[src/rtl/bsti_ram.sv]
module bsti_ram #(
  parameter int WIDTH = 8,
  parameter int DEPTH = 16
) (
  input  logic                     clk,
  input  logic                     we,
  input  logic [$clog2(DEPTH)-1:0] waddr,
  input  logic [WIDTH-1:0]         wdata,
  input  logic                     re,
  input  logic [$clog2(DEPTH)-1:0] raddr,
  output logic [WIDTH-1:0]         rdata
);

  logic [WIDTH-1:0] mem [DEPTH];
  logic [WIDTH-1:0] rdata_r;

  always_ff @(posedge clk) begin
    if (we) begin
      mem[waddr] <= wdata;
    end
    if (re) begin
      rdata_r <= mem[raddr];
    end
  end

  assign rdata = rdata_r;

endmodule

[config.mk]
export PLATFORM = sky130hd
export DESIGN_NAME = bsti_ram
export DESIGN_NICKNAME = d
export VERILOG_FILES = /design/src/rtl/bsti_ram.sv
export SDC_FILE = /design/constraint.sdc
export NUM_CORES = 1
export LEC_CHECK = 0
export ABC_AREA = 1
export BUFFER_PORTS_ARGS = -buffer_cell sky130_fd_sc_hd__buf_4
export CAP_MARGIN = 10
export CORE_MARGIN = 3
export CORE_UTILIZATION = 65
export DETAILED_ROUTE_END_ITERATION = 12
export PLACE_DENSITY = 0.82
export SETUP_SLACK_MARGIN = 0.5
export SYNTH_ARGS = -nofsm -noshare
export SYNTH_HDL_FRONTEND = slang
export SYNTH_SLANG_ARGS = --single-unit
[constraint.sdc]
create_clock -name clk -period 1.6 [get_ports clk]
set_input_delay 0.08 -clock clk [delete_from_list [all_inputs] [get_ports clk]]
set_output_delay 0.08 -clock clk [all_outputs]
set_load 0.005 [all_outputs]
==> impl_metrics.py <==
metrics = {
    "run_status": {
        "outcome": "complete, no violations",
    },
    "floorplanning": {
        "io_pins": 27,
        "die_area_mm2": 0.0102,
        "die_y_um": 101,
        "num_rows": 33,
        "die_x_um": 101,
        "core_area_mm2": 0.00846,
        "initial_utilization": 0.691,
    },
    "drt": {
        "vias": 4229,
        "drtIter0Drc": 758,
        "wirelength_mm": 14.4,
        "post_drt_via_cell_ratio": 5.85,
        "first_pass_iters": 7,
        "ant_nets": 0,
        "wire_per_inst_um": 19.9,
        "post-route-drc-count": 0,
    },
    "finish": {
        "final_cells": 723,
        "diodes": 0,
        "mostFrequentLayoutCells": "nand2_1, edfxtp_1, inv_1, nand3_1, buf_4",
        "multi_input_area_mm2": 0.00140,
        "drive_above_1_share": 0.202,
        "syn2layout_area_growth_pct": 21.5,
        "ff_latch_area_mm2": 0.00408,
        "layout_commonest_cell": "nand2_1",
        "fin_nets": 625,
        "fillers": 406,
    },
    "critical_path": {
        "cp_data_required_time_ps": 1880,
        "crit_arrival_ps": 1440,
        "crit_chain": "inv_1 > nand2_1 > nand3_2 > nand3_2 > nand3_4 > nand2_2",
        "worstSetupPathType": "reg2reg",
        "cp_max_fo": 1,
        "cp_common_cell": "nand3_2",
        "max_stage_delay_ps": 390,
        "cp-start-kind": "register",
        "worst_setup_path_end_kind": "register",
        "cp_slowest_cell": "edfxtp_1",
    },
    "logic_synthesis": {
        "synth_top_family_by_area": "simple AND/OR/NAND/NOR gates",
        "synth_xor_area_frac": 0,
        "ys_seq_area_frac": 0.698,
        "syn-mean-instance-area_um2": 10.6,
        "synth_fa_ha_area_frac": 0,
        "synthMuxAreaShare": 0,
        "synth.distinct_cells": 11,
        "yosysWarnings": 0,
        "synth_compound_area_frac": 0,
        "syn_inst": 551,
        "yosys.area_share.simple": 0.208,
        "synth_area_mm2": 0.00585,
        "synth_fp_nets": 570,
        "ys_seq_elements": 136,
    },
    "sta": {
        "clock_skew_ps": 6.98,
        "min_period_over_period": 0.727,
        "rsz0062_at_grt": "true",
        "period_minus_slack_ps": 1160,
        "finalMaxSlewViolations": 0,
        "tightest_slew_ps": 685,
        "finalHoldViolations": 0,
        "slew_headroom": 0.543,
        "fmax_ghz": 0.859,
        "timing.setup.tns_ps": 0,
        "hold_ws_ps": 166,
        "setup_violations": 0,
    },
    "pwr": {
        "peakVddDrop_uv": 974,
        "p_sw_w": 0.00185,
        "internal_power_w": 0.00657,
        "combinationalPowerShare": 0.072,
        "total_power_w": 0.00842,
        "pwr-share-clk": 0.448,
        "switching_share": 0.220,
        "p_leak_nw": 3.08,
        "power_frac_seq": 0.480,
        "powerDensity_mw_per_mm2": 1180,
    },
    "grt": {
        "antenna_found_initial": 0,
        "grt_util_all_layers": 0.301,
        "grt_max_degree": 48,
        "grt_pass1_vias": 4032,
        "grt_overflow": 0,
        "grt_pass1_wl_mm": 22.1,
    },
    "cts": {
        "cts_root_buf": "clkbuf_8",
        "cts_tree": "built",
        "clock_latency_ps": 530,
        "htree_levels": 4,
        "clk_pin_slew_ps": 60,
        "post-cts-setup-buffer-count": 0,
        "numCtsBuffers": 17,
        "clockBufferDepth": 2,
        "clock_sinks": 136,
    },
    "place": {
        "portBuffers": 26,
        "gp_congestion": 0.897,
        "dp_hpwl_mm": 8.02,
        "place_inst": 682,
    },
    "job": {
        "drv_cap": 0,
    },
    "hold_path": {
        "hold_class": "in2reg",
    },
}
## final timing paths
kind / startpoint / endpoint / slack [ps] / cells past startpoint
min: we / mem[1][3] / 170 / 4
min reg2reg: mem[6][3] / rdata[3] / 770 / 6
max reg2reg: mem[8][0] / rdata[0] / 440 / 6
max: mem[8][0] / rdata[0] / 440 / 6
## kinds of logic after synthesis
family	after synthesis
DFF	136
buffers and inverters	126
and+or+nand+nor	289
## cell usage after synthesis (all sizes together)
cell type | instances | share of area
nand2 | 173 | 0.11
edfxtp | 136 | 0.70
inv | 102 | 0.065
nand3 | 97 | 0.083
buf | 24 | 0.028
nor2 | 17 | 0.011
nand3b | 2 | 0.0026
## worst max-delay path: cells and delay by family, from the launching register on
family                 cells  cell delay, ps
buffers and inverters      1              60
and+or+nand+nor            5             460
DFF                        1             390
## area by class of cell
| cell class | count | share of cell area |
|---|---|---|
| clock inverter | 14 | 0.0224 |
| multi-input combinational | 289 | 0.198 |
| tap | 105 | 0.0185 |
| sequential | 136 | 0.575 |
| inverter | 102 | 0.0539 |
| timing repair buffer | 60 | 0.0748 |
| clock buffer | 17 | 0.0583 |
## flip-flops by register name, summed over array words and instances, names as in the netlist
register / flops
rdata: 8
mem: 128
## routing by layer
metal | track usage | vias up | wire [µm]
met5 | 0 | - | 0
met4 | 0.147 | 0 | 492
met3 | 0.0817 | 42 | 1800
met2 | 0.447 | 340 | 6760
met1 | 0.417 | 1958 | 5350
li1 | - | 1889 | -
## power groups by stage
| stage | Combinational (W) | Clock [W] | Sequential, W |
|---|---|---|---|
| final | 0.000608 | 0.00377 | 0.00404 |
| after floorplan | 0.000281 | 0 | 0.00411 |
| after global placement | 0.000490 | 0 | 0.00411 |
| after CTS | 0.000570 | 0.00377 | 0.00404 |
| after detailed placement | 0.000506 | 0 | 0.00411 |
| after global routing | 0.000654 | 0.00392 | 0.00405 |
## timing repair
item	4_1_cts	5_1_grt
hold buffers	10	0
pin swaps	10	22
endpoints found under the hold margin	140	0
resized for setup	27	22
setup endpoints to repair	15	16
## stage by stage
step,cell area (µm²),worst slack (ps),utilization
CTS,7020,431,0.830
detailed placement,6220,253,0.735
global placement,6220,319,0.735
global route,7110,399,0.840
floorplan,5850,569,-
finish,7110,436,0.840
Note: power is estimated with default switching activity, not from simulation.
