File: src/rtl/bsti_pkg.sv
package bsti_pkg;

  localparam int KEY_W  = 32;
  localparam int SLOT_W = 10;

  typedef enum logic [1:0] {
    F_INSERT = 2'd0,
    F_READ   = 2'd1,
    F_CLEAR  = 2'd2,
    F_NOP    = 2'd3
  } func_t;

  typedef enum logic [1:0] {
    ST_INSERTED = 2'd0,
    ST_DUP      = 2'd1,
    ST_NOROOM   = 2'd2,
    ST_DONE     = 2'd3
  } status_t;

  typedef enum logic [2:0] {
    S_IDLE,
    S_CLR,
    S_CMP,
    S_RD,
    S_DONE
  } state_t;

  typedef struct packed {
    logic             used;
    logic [KEY_W-1:0] key;
  } entry_t;

  typedef struct packed {
    status_t                 status;
    logic [SLOT_W-1:0]       slot;
    logic signed [KEY_W-1:0] value;
    logic                    occupied;
  } res_t;

endpackage

File: src/rtl/bsti_in_if.sv
interface bsti_in_if;
  logic                                     valid;
  logic                                     ready;
  logic [1:0]                               func;
  logic signed [bsti_pkg::KEY_W-1:0]        key;
  logic [bsti_pkg::SLOT_W-1:0]              slot_index;

  modport source (output valid, output func, output key, output slot_index, input ready);
  modport sink   (input valid, input func, input key, input slot_index, output ready);
endinterface

File: src/rtl/bsti_out_if.sv
interface bsti_out_if;
  logic                                     valid;
  logic                                     ready;
  logic [1:0]                               status;
  logic [bsti_pkg::SLOT_W-1:0]              slot;
  logic signed [bsti_pkg::KEY_W-1:0]        value;
  logic                                     occupied;

  modport source (output valid, output status, output slot, output value, output occupied,
                  input ready);
  modport sink   (input valid, input status, input slot, input value, input occupied,
                  output ready);
endinterface

File: src/rtl/bsti_walk.sv
module bsti_walk #(
  parameter int LEVELS = 10
) (
  input  logic                   clk,
  input  logic                   rst_n,
  bsti_in_if.sink                in_ch,
  bsti_out_if.source             out_ch,
  output logic                   mem_we,
  output logic [LEVELS-1:0]      mem_waddr,
  output bsti_pkg::entry_t       mem_wdata,
  output logic                   mem_re,
  output logic [LEVELS-1:0]      mem_raddr,
  input  bsti_pkg::entry_t       mem_rdata
);
  import bsti_pkg::*;

  localparam int AW  = LEVELS;
  localparam int PW  = LEVELS + 1;
  localparam int CAP = (1 << LEVELS) - 1;

  state_t                  state_r, state_nxt;
  logic [PW-1:0]           pos_r, pos_nxt;
  logic [AW-1:0]           clr_r, clr_nxt;
  logic                    clr_emit_r, clr_emit_nxt;
  logic signed [KEY_W-1:0] key_r, key_nxt;
  logic [SLOT_W-1:0]       idx_r, idx_nxt;
  logic                    out_valid_r, out_valid_nxt;
  res_t                    res_r, res_nxt;

  logic          slot_free;
  logic          in_xfer;
  logic          emit;
  res_t          res;
  logic          hit_free;
  logic          hit_eq;
  logic          go_left;
  logic [PW-1:0] child_pos;
  logic          has_room;
  logic          walk_end;
  logic          clr_last;
  logic          idx_in_range;

  assign slot_free    = !out_valid_r || out_ch.ready;
  assign in_ch.ready  = (state_r == S_IDLE);
  assign in_xfer      = in_ch.valid && in_ch.ready;
  assign clr_last     = (clr_r == AW'(CAP - 1));
  assign idx_in_range = (32'(idx_r) < 32'(CAP));

  always_comb begin
    hit_free  = !mem_rdata.used;
    hit_eq    = (mem_rdata.key == key_r);
    go_left   = (key_r < $signed(mem_rdata.key));
    child_pos = {pos_r[PW-2:0], 1'b0} + (go_left ? PW'(1) : PW'(2));
    has_room  = (child_pos < PW'(CAP));
    walk_end  = hit_free || hit_eq || !has_room;
  end

  always_comb begin
    state_nxt = state_r;
    unique case (state_r)
      S_IDLE: begin
        if (in_xfer) begin
          unique case (func_t'(in_ch.func))
            F_INSERT: state_nxt = S_CMP;
            F_READ:   state_nxt = S_RD;
            F_CLEAR:  state_nxt = S_CLR;
            F_NOP:    state_nxt = S_DONE;
          endcase
        end
      end
      S_CLR: begin
        if (clr_last) begin
          state_nxt = clr_emit_r ? S_DONE : S_IDLE;
        end
      end
      S_CMP: begin
        if (walk_end && slot_free) begin
          state_nxt = S_IDLE;
        end
      end
      S_RD, S_DONE: begin
        if (slot_free) begin
          state_nxt = S_IDLE;
        end
      end
      default: state_nxt = S_IDLE;
    endcase
  end

  always_comb begin
    mem_we       = 1'b0;
    mem_waddr    = '0;
    mem_wdata    = '0;
    mem_re       = 1'b0;
    mem_raddr    = '0;
    emit         = 1'b0;
    res          = '0;
    res.status   = ST_DONE;
    pos_nxt      = pos_r;
    clr_nxt      = clr_r;
    clr_emit_nxt = clr_emit_r;
    key_nxt      = key_r;
    idx_nxt      = idx_r;
    unique case (state_r)
      S_IDLE: begin
        if (in_xfer) begin
          key_nxt = in_ch.key;
          idx_nxt = in_ch.slot_index;
          pos_nxt = '0;
          clr_nxt = '0;
          if (func_t'(in_ch.func) == F_INSERT) begin
            mem_re    = 1'b1;
            mem_raddr = '0;
          end
          if (func_t'(in_ch.func) == F_READ) begin
            mem_re    = 1'b1;
            mem_raddr = AW'(in_ch.slot_index);
          end
          if (func_t'(in_ch.func) == F_CLEAR) begin
            clr_emit_nxt = 1'b1;
          end
        end
      end
      S_CLR: begin
        mem_we    = 1'b1;
        mem_waddr = clr_r;
        mem_wdata = '0;
        clr_nxt   = clr_r + AW'(1);
      end
      S_CMP: begin
        priority if (hit_free) begin
          if (slot_free) begin
            mem_we         = 1'b1;
            mem_waddr      = pos_r[AW-1:0];
            mem_wdata.used = 1'b1;
            mem_wdata.key  = key_r;
            emit           = 1'b1;
            res.status     = ST_INSERTED;
            res.slot       = SLOT_W'(pos_r);
            res.value      = key_r;
            res.occupied   = 1'b1;
          end
        end else if (hit_eq) begin
          if (slot_free) begin
            emit         = 1'b1;
            res.status   = ST_DUP;
            res.slot     = SLOT_W'(pos_r);
            res.value    = key_r;
            res.occupied = 1'b1;
          end
        end else if (!has_room) begin
          if (slot_free) begin
            emit       = 1'b1;
            res.status = ST_NOROOM;
          end
        end else begin
          mem_re    = 1'b1;
          mem_raddr = child_pos[AW-1:0];
          pos_nxt   = child_pos;
        end
      end
      S_RD: begin
        if (slot_free) begin
          emit     = 1'b1;
          res.slot = idx_r;
          if (idx_in_range && mem_rdata.used) begin
            res.value    = $signed(mem_rdata.key);
            res.occupied = 1'b1;
          end
        end
      end
      S_DONE: begin
        if (slot_free) begin
          emit         = 1'b1;
          clr_emit_nxt = 1'b0;
        end
      end
      default: ;
    endcase
  end

  always_comb begin
    out_valid_nxt = out_valid_r;
    res_nxt       = res_r;
    if (out_ch.ready) begin
      out_valid_nxt = 1'b0;
    end
    if (emit) begin
      out_valid_nxt = 1'b1;
      res_nxt       = res;
    end
  end

  always_ff @(posedge clk) begin
    if (!rst_n) begin
      state_r     <= S_CLR;
      clr_r       <= '0;
      clr_emit_r  <= 1'b0;
      out_valid_r <= 1'b0;
    end else begin
      state_r     <= state_nxt;
      clr_r       <= clr_nxt;
      clr_emit_r  <= clr_emit_nxt;
      out_valid_r <= out_valid_nxt;
    end
  end

  always_ff @(posedge clk) begin
    pos_r <= pos_nxt;
    key_r <= key_nxt;
    idx_r <= idx_nxt;
    res_r <= res_nxt;
  end

  assign out_ch.valid    = out_valid_r;
  assign out_ch.status   = res_r.status;
  assign out_ch.slot     = res_r.slot;
  assign out_ch.value    = res_r.value;
  assign out_ch.occupied = res_r.occupied;

`ifndef SYNTHESIS
  a_emit_slot_free: assert property (@(posedge clk) disable iff (!rst_n)
    emit |-> (!out_valid_r || out_ch.ready))
    else $error("result produced while a result is still held");

  a_walk_in_range: assert property (@(posedge clk) disable iff (!rst_n)
    (state_r == S_CMP) |-> (pos_r < PW'(CAP)))
    else $error("walk position past the last slot");

  a_no_write_idle: assert property (@(posedge clk) disable iff (!rst_n)
    (state_r == S_IDLE) |-> !mem_we)
    else $error("memory write while idle");

  a_insert_sets_used: assert property (@(posedge clk) disable iff (!rst_n)
    (mem_we && state_r == S_CMP) |-> (mem_wdata.used && emit))
    else $error("insert write without used flag or result");

  a_walk_after_accept: assert property (@(posedge clk) disable iff (!rst_n)
    (in_xfer && func_t'(in_ch.func) == F_INSERT) |=> (state_r == S_CMP && pos_r == '0))
    else $error("insert did not start at the root");
`endif

endmodule

File: src/flat_wrapper.sv
// flat-port wrapper written by rule: the top's interface ports become plain ports
module bsti_walk_flat import bsti_pkg::*;
#(
  parameter int LEVELS = 10
)
  (clk, rst_n, mem_we, mem_waddr, mem_wdata, mem_re, mem_raddr, mem_rdata, in_ch_valid, in_ch_func, in_ch_key, in_ch_slot_index, in_ch_ready, out_ch_valid, out_ch_status, out_ch_slot, out_ch_value, out_ch_occupied, out_ch_ready);
  bsti_in_if in_ch_i ();
  bsti_out_if out_ch_i ();
  input  logic clk;
  input  logic rst_n;
  output logic mem_we;
  output logic [LEVELS-1:0] mem_waddr;
  output bsti_pkg::entry_t mem_wdata;
  output logic mem_re;
  output logic [LEVELS-1:0] mem_raddr;
  input  bsti_pkg::entry_t mem_rdata;
  input wire logic [$bits(in_ch_i.valid)-1:0] in_ch_valid;
  input wire logic [$bits(in_ch_i.func)-1:0] in_ch_func;
  input wire logic [$bits(in_ch_i.key)-1:0] in_ch_key;
  input wire logic [$bits(in_ch_i.slot_index)-1:0] in_ch_slot_index;
  output wire logic [$bits(in_ch_i.ready)-1:0] in_ch_ready;
  output wire logic [$bits(out_ch_i.valid)-1:0] out_ch_valid;
  output wire logic [$bits(out_ch_i.status)-1:0] out_ch_status;
  output wire logic [$bits(out_ch_i.slot)-1:0] out_ch_slot;
  output wire logic [$bits(out_ch_i.value)-1:0] out_ch_value;
  output wire logic [$bits(out_ch_i.occupied)-1:0] out_ch_occupied;
  input wire logic [$bits(out_ch_i.ready)-1:0] out_ch_ready;
  assign in_ch_i.valid = in_ch_valid;
  assign in_ch_i.func = in_ch_func;
  assign in_ch_i.key = in_ch_key;
  assign in_ch_i.slot_index = in_ch_slot_index;
  assign in_ch_ready = in_ch_i.ready;
  assign out_ch_valid = out_ch_i.valid;
  assign out_ch_status = out_ch_i.status;
  assign out_ch_slot = out_ch_i.slot;
  assign out_ch_value = out_ch_i.value;
  assign out_ch_occupied = out_ch_i.occupied;
  assign out_ch_i.ready = out_ch_ready;
  bsti_walk #(.LEVELS(LEVELS)) u_core (.clk(clk), .rst_n(rst_n), .in_ch(in_ch_i), .out_ch(out_ch_i), .mem_we(mem_we), .mem_waddr(mem_waddr), .mem_wdata(mem_wdata), .mem_re(mem_re), .mem_raddr(mem_raddr), .mem_rdata(mem_rdata));
endmodule
File: config.mk
export PLATFORM = sky130hd
export DESIGN_NAME = bsti_walk_flat
export DESIGN_NICKNAME = d
export VERILOG_FILES = /design/src/rtl/bsti_pkg.sv /design/src/rtl/bsti_in_if.sv /design/src/rtl/bsti_out_if.sv /design/src/rtl/bsti_walk.sv /design/src/flat_wrapper.sv
export SDC_FILE = /design/constraint.sdc
export NUM_CORES = 1
export LEC_CHECK = 0
export BUFFER_PORTS_ARGS = -buffer_cell sky130_fd_sc_hd__buf_2
export CAP_MARGIN = 20
export CORE_MARGIN = 4
export CORE_UTILIZATION = 52
export CTS_CLUSTER_DIAMETER = 50
export CTS_CLUSTER_SIZE = 24
export DETAILED_ROUTE_END_ITERATION = 12
export PLACE_DENSITY = 0.81
export SLEW_MARGIN = 40
export SYNTH_ARGS = -nofsm -noshare
export SYNTH_HDL_FRONTEND = slang
export SYNTH_SLANG_ARGS = --single-unit
File: constraint.sdc
create_clock -name clk -period 8.01 [get_ports clk]
set_clock_uncertainty 0.05 [all_clocks]
set_input_delay 1.2015 -clock clk [delete_from_list [all_inputs] [get_ports clk]]
set_output_delay 1.2015 -clock clk [all_outputs]
set_load 0.02 [all_outputs]
==> flow_summary.ini <==
[clocking]
ctsLongestPathBuffers = 2
postCtsSetupBuffers = 0
cts.sinks = 112
clk_pin_slew_ns = 0.10
holdBufCountCts = 0
root_buffer = clkbuf_8
cts_resized = 0
cts.htree.levels = 3
clock_latency_ns = 0.38
tritoncts = built
cts_buffers = 9

[floorplanning]
ioPinCount = 183
dieHeight_microns = 113.4
core_sq_um = 10840
dieArea_sq_um = 12870
fp.dieW_microns = 113.4
start_util_pct = 53.31
num_rows = 38

[yosys]
syn_area_sq_um = 5779
ys_ff_latch = 112
synthesis.nets = 634
ys_warn_count = 0
netlist_instances = 513
async_reset_ff_share_pct = 0
ys.flop_type = edfxtp_1
avgSynthCellArea_sq_um = 11.27
yosysSeqAreaShare_pct = 55.60
synth_edf_count = 97
ys_types = 49

[outcome]
outcome = finished clean

[power_and_ir_drop]
power.share.sequential_pct = 49.3
finalPower_mw = 1.615
power_switching_mw = 0.5219
p_per_area_nw_per_um2 = 226.3
p_clk_share_pct = 25.1
swShare_pct = 32.31
ir_worst_vdd_v = 0.0001347
leakagePower_nw = 3.113
intPower_mw = 1.093
p_comb_share_pct = 25.6

[drt]
drtIter0Drc = 519
wl_microns = 15900
drc_errors = 0
antenna_left = 0
vias = 4924
dr.pass1.iters = 6
viasPerCell = 5.883
wl_per_cell_microns = 19.00

[critical_path]
cp.arrival_ns = 5.35
r2r-end = u_core.out_ch.value[19]
crit_end = mem_re
endpoint_kind = primary output
critPathKind = in2out
max_stage_delay_ns = 0.51
worst-path-stages = 18
crit_path_max_fanout = 11
path_common_cell = ha_1
r2r_cells = 17
critical_path.startpoint_type = input pin
critPathBufInv = 3
worst_path_dominant_cell_family = simple AND/OR/NAND/NOR gates
r2r-start = u_core.key_r[31]
crit_chain = buf_2 -> inv_1 -> ha_1 -> nand4_1 -> nor4_1 -> nand2_1 -> a31oi_1 -> or3_1 -> nand2_1 -> ha_1 -> ha_1 -> xnor2_1 -> or4_1 -> nor3_2 -> nand3_2 -> nand3_1 -> o21ai_1 -> buf_2
rrSetupSlack_ns = 2.58
slowest_stage = nor4_1
worst_ep_required_time_ns = 6.76
crit_start = mem_rdata[31]

[placed_design]
dp_hpwl_microns = 12210
routabilityCongestion = 0.9908
dp_slack_ns = 1.480
portBuffers = 182

[worst_hold_path]
min_path_type = reg2reg

[timing]
tightest_slew_ns = 0.6014
max_freq_ghz = 0.1514
finalCritPeriodShare_pct = 82.47
whs_ns = 0.4715
relSlewSlack_pct = 59.75
rsz0062_at_grt = no
finalMaxSlewViolations = 0
setup_viol_count_final = 0
setup_slack_ns = 1.404
fin_tns_setup_ns = 0
fin_crit_ns = 6.606
hold_violations = 0

[grt]
grt_pass1_wl_microns = 24690
grt_max_degree = 44
grtUsageTotal_pct = 24.34
grt_antenna_before_repair = 0
gr-total-overflow = 0
grt_pass1_vias = 4740

[finish]
insertedDiodeCount = 0
finish.utilization_pct = 65.85
fin_nets = 813
layout-drive-gt1-share_pct = 31.28
area_growth_pct = 23.51

[run]
maxCapViolations = 0
worst min-delay path by stage:
stage / start / end / slack, ns / cells past startpoint
CTS: u_core.clr_r[8] / u_core.clr_r[8] / 0.47 / 1
global route: u_core.clr_r[8] / u_core.clr_r[8] / 0.49 / 1
global placement: u_core.clr_r[7] / u_core.clr_r[7] / 0.45 / 1
finish: u_core.clr_r[7] / u_core.clr_r[7] / 0.47 / 1
floorplan: u_core.clr_r[7] / u_core.clr_r[7] / 0.41 / 1
detailed placement: u_core.clr_r[9] / u_core.clr_r[9] / 0.45 / 1
routing by layer:
layer | track usage (%) | up-vias | wire length, microns
li1 | - | 2263 | -
met4 | 9.856 | 0 | 519
met3 | 4.721 | 50 | 1503
met2 | 40.96 | 293 | 7856
met5 | 0 | - | 0
met1 | 31.09 | 2318 | 6025
area by class of cell:
type | instances | area, sq um
Inverter | 43 | 163.9
Multi-Input combinational cell | 337 | 2345
Clock inverter | 7 | 118.9
Sequential cell | 112 | 3213
Fill cell | 826 | 3702
Timing Repair Buffer | 189 | 998.5
Clock buffer | 9 | 123.9
Tap cell | 140 | 175.2
synthesized netlist by cell type, drive strengths merged (4+ instances only):
cell type | instances | area share (%)
ha | 40 | 8.7
xor2 | 5 | 0.76
dfxtp | 15 | 5.2
a21oi | 20 | 1.7
nand3 | 14 | 1.4
a311oi | 4 | 0.61
nor2 | 32 | 2.2
nand4 | 12 | 1.3
clkbuf | 15 | 0.97
and2 | 32 | 3.5
o21ai | 28 | 2.4
a22o | 50 | 7.6
inv | 43 | 2.8
nor3 | 8 | 0.78
edfxtp | 97 | 50
buf | 6 | 0.54
a31oi | 6 | 0.76
and3 | 4 | 0.43
nand2 | 46 | 3.0
sequential cells by signal, summed over array words and instances (netlist names), 2 cells and up:
signal	cells
u_core.pos_r	10
u_core.out_ch.status	2
u_core.clr_r	10
u_core.key_r	32
u_core.out_ch.value	32
u_core.state_r	3
u_core.out_ch.slot	10
u_core.idx_r	10
kinds of logic (layout without fill, tap and decap cells):
| group | after synthesis | in the layout | share of synthesized area, % |
|---|---|---|---|
| AO/OA/AOI/OAI | 124 | 124 | 15.57 |
| XOR/XNOR | 7 | 7 | 1.061 |
| adder cells (fa/ha/maj) | 40 | 40 | 8.660 |
| buffers and inverters | 64 | 248 | 4.308 |
| multiplexers | 1 | 1 | 0.1732 |
| AND/OR/NAND/NOR | 165 | 165 | 14.64 |
| flip-flops | 112 | 112 | 55.60 |
placed cells by master (no fill, tap or decap), drive strengths merged, types with 3 or more instances in the layout:
cell type / n
o211ai: 3
nor2: 32
clkbuf: 9
dfxtp: 15
bufinv: 3
a21oi: 20
buf: 189
nand3: 14
a311oi: 4
xor2: 5
nand4: 12
a22o: 50
ha: 40
nor3: 8
and3: 4
edfxtp: 97
and2: 32
nor2b: 3
inv: 44
a31oi: 6
o21ai: 28
nand2: 46
power groups by stage:
stage | sequential (mW) | clock (mW) | combinational, mW
after floorplan | 0.845 | 0 | 0.213
after global placement | 0.807 | 0 | 0.384
after detailed placement | 0.810 | 0 | 0.411
after CTS | 0.796 | 0.410 | 0.414
after global routing | 0.806 | 0.436 | 0.452
final | 0.797 | 0.405 | 0.413
per-stage QoR:
step | area, sq um | cells
after detailed placement | 6893 | 821
final | 7138 | 837
after global placement | 6833 | 818
after CTS | 7136 | 837
after floorplan | 5779 | 513
after global routing | 7138 | 837
No activity file was read; power rests on OpenSTA's default activity.
